`src/rtl/dsrs_pkg.sv`:
```
// Shared constants and types for the descending stable record sorter.
package dsrs_pkg;

  localparam int DSRS_MAX_ENTRIES = 64;
  localparam int DSRS_KEY_BITS    = 16;
  localparam int DSRS_TAG_BITS    = 12;

  // Chain-wide control that the top level broadcasts to every cell.
  typedef struct packed {
    logic load;       // insert the new record into the chain
    logic shift_out;  // move every record one cell toward the output
  } dsrs_ctl_t;

endpackage

```
`src/rtl/dsrs_cell.sv`:
```
// One cell of the sorting chain: holds one record and trades it with its neighbors.
module dsrs_cell import dsrs_pkg::*; #(
  parameter int KEY_BITS = DSRS_KEY_BITS,
  parameter int TAG_BITS = DSRS_TAG_BITS
) (
  input  logic                clk,
  input  logic                rst_n,
  input  dsrs_ctl_t           ctl,
  input  logic [KEY_BITS-1:0] new_key,
  input  logic [TAG_BITS-1:0] new_tag,
  input  logic                left_valid,
  input  logic [KEY_BITS-1:0] left_key,
  input  logic [TAG_BITS-1:0] left_tag,
  input  logic                left_ins,
  input  logic                right_valid,
  input  logic [KEY_BITS-1:0] right_key,
  input  logic [TAG_BITS-1:0] right_tag,
  output logic                valid,
  output logic [KEY_BITS-1:0] key,
  output logic [TAG_BITS-1:0] tag,
  output logic                ins
);

  logic                valid_r, valid_nxt;
  logic [KEY_BITS-1:0] key_r, key_nxt;
  logic [TAG_BITS-1:0] tag_r, tag_nxt;

  // The new record belongs here or further up when this cell is empty or
  // holds a strictly smaller key; equal keys stay ahead of it.
  assign ins = !valid_r || (key_r < new_key);

  always_comb begin
    valid_nxt = valid_r;
    key_nxt   = key_r;
    tag_nxt   = tag_r;
    if (ctl.shift_out) begin
      valid_nxt = right_valid;
      key_nxt   = right_key;
      tag_nxt   = right_tag;
    end else if (ctl.load) begin
      if (left_ins) begin
        valid_nxt = left_valid;
        key_nxt   = left_key;
        tag_nxt   = left_tag;
      end else if (ins) begin
        valid_nxt = 1'b1;
        key_nxt   = new_key;
        tag_nxt   = new_tag;
      end
    end
  end

  always_ff @(posedge clk) begin
    if (!rst_n) begin
      valid_r <= 1'b0;
    end else begin
      valid_r <= valid_nxt;
    end
  end

  always_ff @(posedge clk) begin
    key_r <= key_nxt;
    tag_r <= tag_nxt;
  end

  assign valid = valid_r;
  assign key   = key_r;
  assign tag   = tag_r;

endmodule

```
`config.mk`:
```
export PLATFORM = sky130hd
export DESIGN_NAME = dsrs_cell
export DESIGN_NICKNAME = d
export VERILOG_FILES = /design/src/rtl/dsrs_pkg.sv /design/src/rtl/dsrs_cell.sv
export SDC_FILE = /design/constraint.sdc
export NUM_CORES = 1
export LEC_CHECK = 0
export BUFFER_PORTS_ARGS = -buffer_cell sky130_fd_sc_hd__buf_2
export CORE_UTILIZATION = 43
export CTS_CLUSTER_DIAMETER = 60
export DETAILED_ROUTE_END_ITERATION = 16
export PLACE_DENSITY = 0.81
export RECOVER_POWER = 25
export SLEW_MARGIN = 20
export SYNTH_ARGS = -nofsm -noshare
export SYNTH_HDL_FRONTEND = slang
export SYNTH_SLANG_ARGS = --single-unit
```
`constraint.sdc`:
```
create_clock -name clk -period 3.46 [get_ports clk]
set_input_delay 0 -clock clk [delete_from_list [all_inputs] [get_ports clk]]
set_output_delay 0 -clock clk [all_outputs]
set_load 0.01 [all_outputs]
```
==> impl_results.md <==
- Status: complete, no violations
- Grt total ovfl: 0
- CP arrival: roughly 2.7 ns
- Least-Margin Pin Slew: 0.865 ns
- Crit-path cells: ha_1 > nand4_2 > nor2_1 > a311o_1 > or3_1 > a21oi_4 > buf_4
- Sw power: approximately 250 uW
- Post-synthesis cell area: around 0.0019 sq mm
- Hold path startpoint: right_tag[1]
- Initial Util: 46.0%
- Worst Skew: 0.00318 ns
- Share of the synthesized area in the top cell type: ~44%
- Worst r2r src: key[13]
- Die area: ~0.0047 sq mm
- Cell count after placement: 346
- Clock tree buffer depth: 2
- ANT nets after route: 0
- Core area: roughly 0.004 sq mm
- Fill cells: 364
- Final Hold Vio Count: 0
- Total setup buffers inserted after CTS: 0
- Worst VDD drop: about 0.00022 V
- Root buffer cell: clkbuf_8
- First-pass GRT wire length: approximately 6800 um
- Post-synthesis sequential area ratio: 45.5%
- RSZ-0062 raised after global routing: false
- Maximum fanout along the worst path: 20
- Final setup violation count: 0
- Post-synth top area cell: edfxtp_1
- Via count: roughly 1,700
- Input/output buffers: 120
- #FFs+latches synth: 29
- Slowest stage delay, CP: approximately 0.44 ns
- Number of top-level pins: 121
- Pin count of the biggest net entering global routing: around 60
- Placed cell area: 0.00253 sq mm
- Int Power: 675 uW
- Switching Fraction: between 20 and 30%
- Gp weighted congestion: 0.804
- Buffers & Inverters on Critical Path: 1
- PD cells: 359 mW/mm^2
- R2R cell count: 7
- Fmax: 371 MHz
- Worst hold path depth: 3
- P_leak: 1.31 nW
- Chip height: 68.3 um
- Startpoint types: register
- Syn nets: roughly 290
- Finished Cell Area: 0.00259 sq mm
- Worst Hold Class: in -> reg
- Share of layout cells above drive strength 1: a little over a third
- Layout area overhead: 37.0%
- Slowest-stage cell, CP: or3_1
- Cell with the most instances after synthesis: nand2_1
- Clk pin slew, worst setup/hold paths: roughly 0.06 ns
- Gr usage total: between 20 and 25%
- Slew Limit Fails: 0
- Synth top area cells: edfxtp_1, mux2i_1, ha_1, o21ai_0, nand2_1
- Synthesized area per cell: approximately 10 sq um
- Worst Path Required: 3.41 ns
- Ys flop type: edfxtp_1
- Area of the multi-input gates: 930 sq um
- Non-filler cells, final: ~350
- Antenna violations before repair: 0
- EDFF count, synth: 28
- Row count: 23
- Top post-synthesis cells by count: nand2_1, o21ai_0, edfxtp_1, mux2i_1, inv_1
- Routed WL per cell: approximately 13 um
- Sum of negative setup slack: 0 ns
- Setup CP Type: reg -> reg
- Cell variety after synth: 26
- Vias in the first global route: approximately 1,600
- Fin crit period: between 2 and 3 ns
- DRC errors left: 0
- Async set or reset register ratio after synthesis: 0%
- Initial DRC count: 87
- CTS sink cnt: 29
- Logic gate share of total power: 25.5%
- Clock latency on the worst-skew pair: 0.27 ns
- Final period utilization: 77.9%
- TritonRoute pass-1 iters: 6
- Worst R2R End: tag[0]
- Die width: slightly below 70 um
- Clk pwr share: a little over a quarter
- Final Routed Wirelength: between 4000 and 5000 um
- Syn. warnings: 0
- Max-cap violations: 0
- Via density: just under 5
- FF/Latch Area: between 800 and 900 sq um
- Hold endpoint: tag[1]
- # nets final: 410
- Htree depth: 2
- CTS tree: yes
- R2R Setup Slk: between 0.7 and 0.8 ns
- Sequential power share: a little under half
- TritonCTS Buffers: 5
- Cells after Synth: ~190
- Crit path capture type: register
- Largest delay share family, worst path: compound AO/OA/AOI/OAI gates
- N_diodes: 0
- Max-slew headroom: ~42%
- Detailed placement HPWL: around 3700 um
[kinds of logic after synthesis]
logic type | after synthesis | share of synthesized area, %
AO/OA/AOI/OAI | 43 | 13.9
AND/OR/NAND/NOR | 42 | 10.1
flip-flops | 29 | 45.5
buffers and inverters | 28 | 5.75
multiplexers | 28 | 14.8
adder cells (fa/ha/maj) | 15 | 9.92
[cell usage in the layout (no fill, tap or decap)]
master and n:
ha_1 15, nand4_2 1, inv_1 17, a2111oi_4 1
a21oi_1 4, nor3b_1 1, nand4_1 2, a21o_1 2
a211o_1 1, clkinv_1 1, a311o_1 1, nand3_1 1
and2_1 1, buf_4 2, nand2b_4 1, nor2_1 3
o21ai_0 30, buf_2 99, o32ai_1 1, edfxtp_1 28
or3_1 1, o22ai_1 1, nand2_1 31, clkbuf_8 5
dfxtp_1 1, a211oi_1 1, mux2i_1 28, dlygate4sd3_1 1
a21oi_4 1, clkbuf_1 22
[through the flow]
stage | power, mW | hold slack, ns | setup WS, ns | utilization [%]
4_1_cts | 0.944 | 0.00433 | 0.761 | 63.6
3_5_place_dp | 0.695 | 0.220 | 0.770 | 61.5
6_report | 0.929 | 0.00751 | 0.766 | 63.0
3_3_place_gp | 0.685 | 0.204 | 0.859 | 61.5
2_1_floorplan | 0.580 | 0.122 | 0.553 | -
5_1_grt | 0.984 | 0.00740 | 0.629 | 63.0
[metal layers]
layer	GRT usage, %	share of wire, %	vias to the layer above
met4	8.85	1.9	0
li1	-	-	902
met5	0	0	-
met2	34.8	51	66
met3	4.67	5.6	11
met1	23.9	41	750
[cell type report]
class,count,share of cell area (%)
clock inverters,1,0.145
flip-flops and latches,29,33.2
inverters,17,2.46
repair buffers,123,23.1
clock buffers,6,2.80
multi-input cells,128,35.9
well taps,50,2.41
[what timing repair did]
| action | CTS | global route |
|---|---|---|
| hold endpoints to repair | 1 | 0 |
| gates resized for setup | 0 | 0 |
| setup endpoints to repair | 0 | 0 |
| hold buffers | 1 | 0 |
[worst max-delay path by stage]
stage,end,from,slack (ns),cells after the start
after floorplan,key[0],key[9],0.55,6
after global placement,tag[0],key[9],0.86,7
after detailed placement,tag[10],key[15],0.77,7
after CTS,tag[11],key[15],0.76,7
after global routing,tag[10],key[15],0.63,7
final,tag[0],key[13],0.77,7
[power by group through the flow]
stage	clock [mW]	combinational (mW)	sequential, mW
final	0.249	0.237	0.444
after global routing	0.271	0.265	0.447
after CTS	0.255	0.246	0.443
after detailed placement	0	0.245	0.450
after global placement	0	0.237	0.447
after floorplan	0	0.111	0.468
[registers in the layout (all words and copies together), names as in the netlist]
| name | flops |
|---|---|
| tag | 12 |
| valid | 1 |
| key | 16 |
[worst register-to-register path, delay by kind of cell, from the launching register on]
kind | cells | cell delay, ns
fa+ha+maj | 1 | 0.33
flops | 1 | 0.40
compound gates | 2 | 0.65
simple gates | 3 | 0.64
buf+inv | 1 | 0.34
Note: power is estimated with default switching activity, not from simulation.
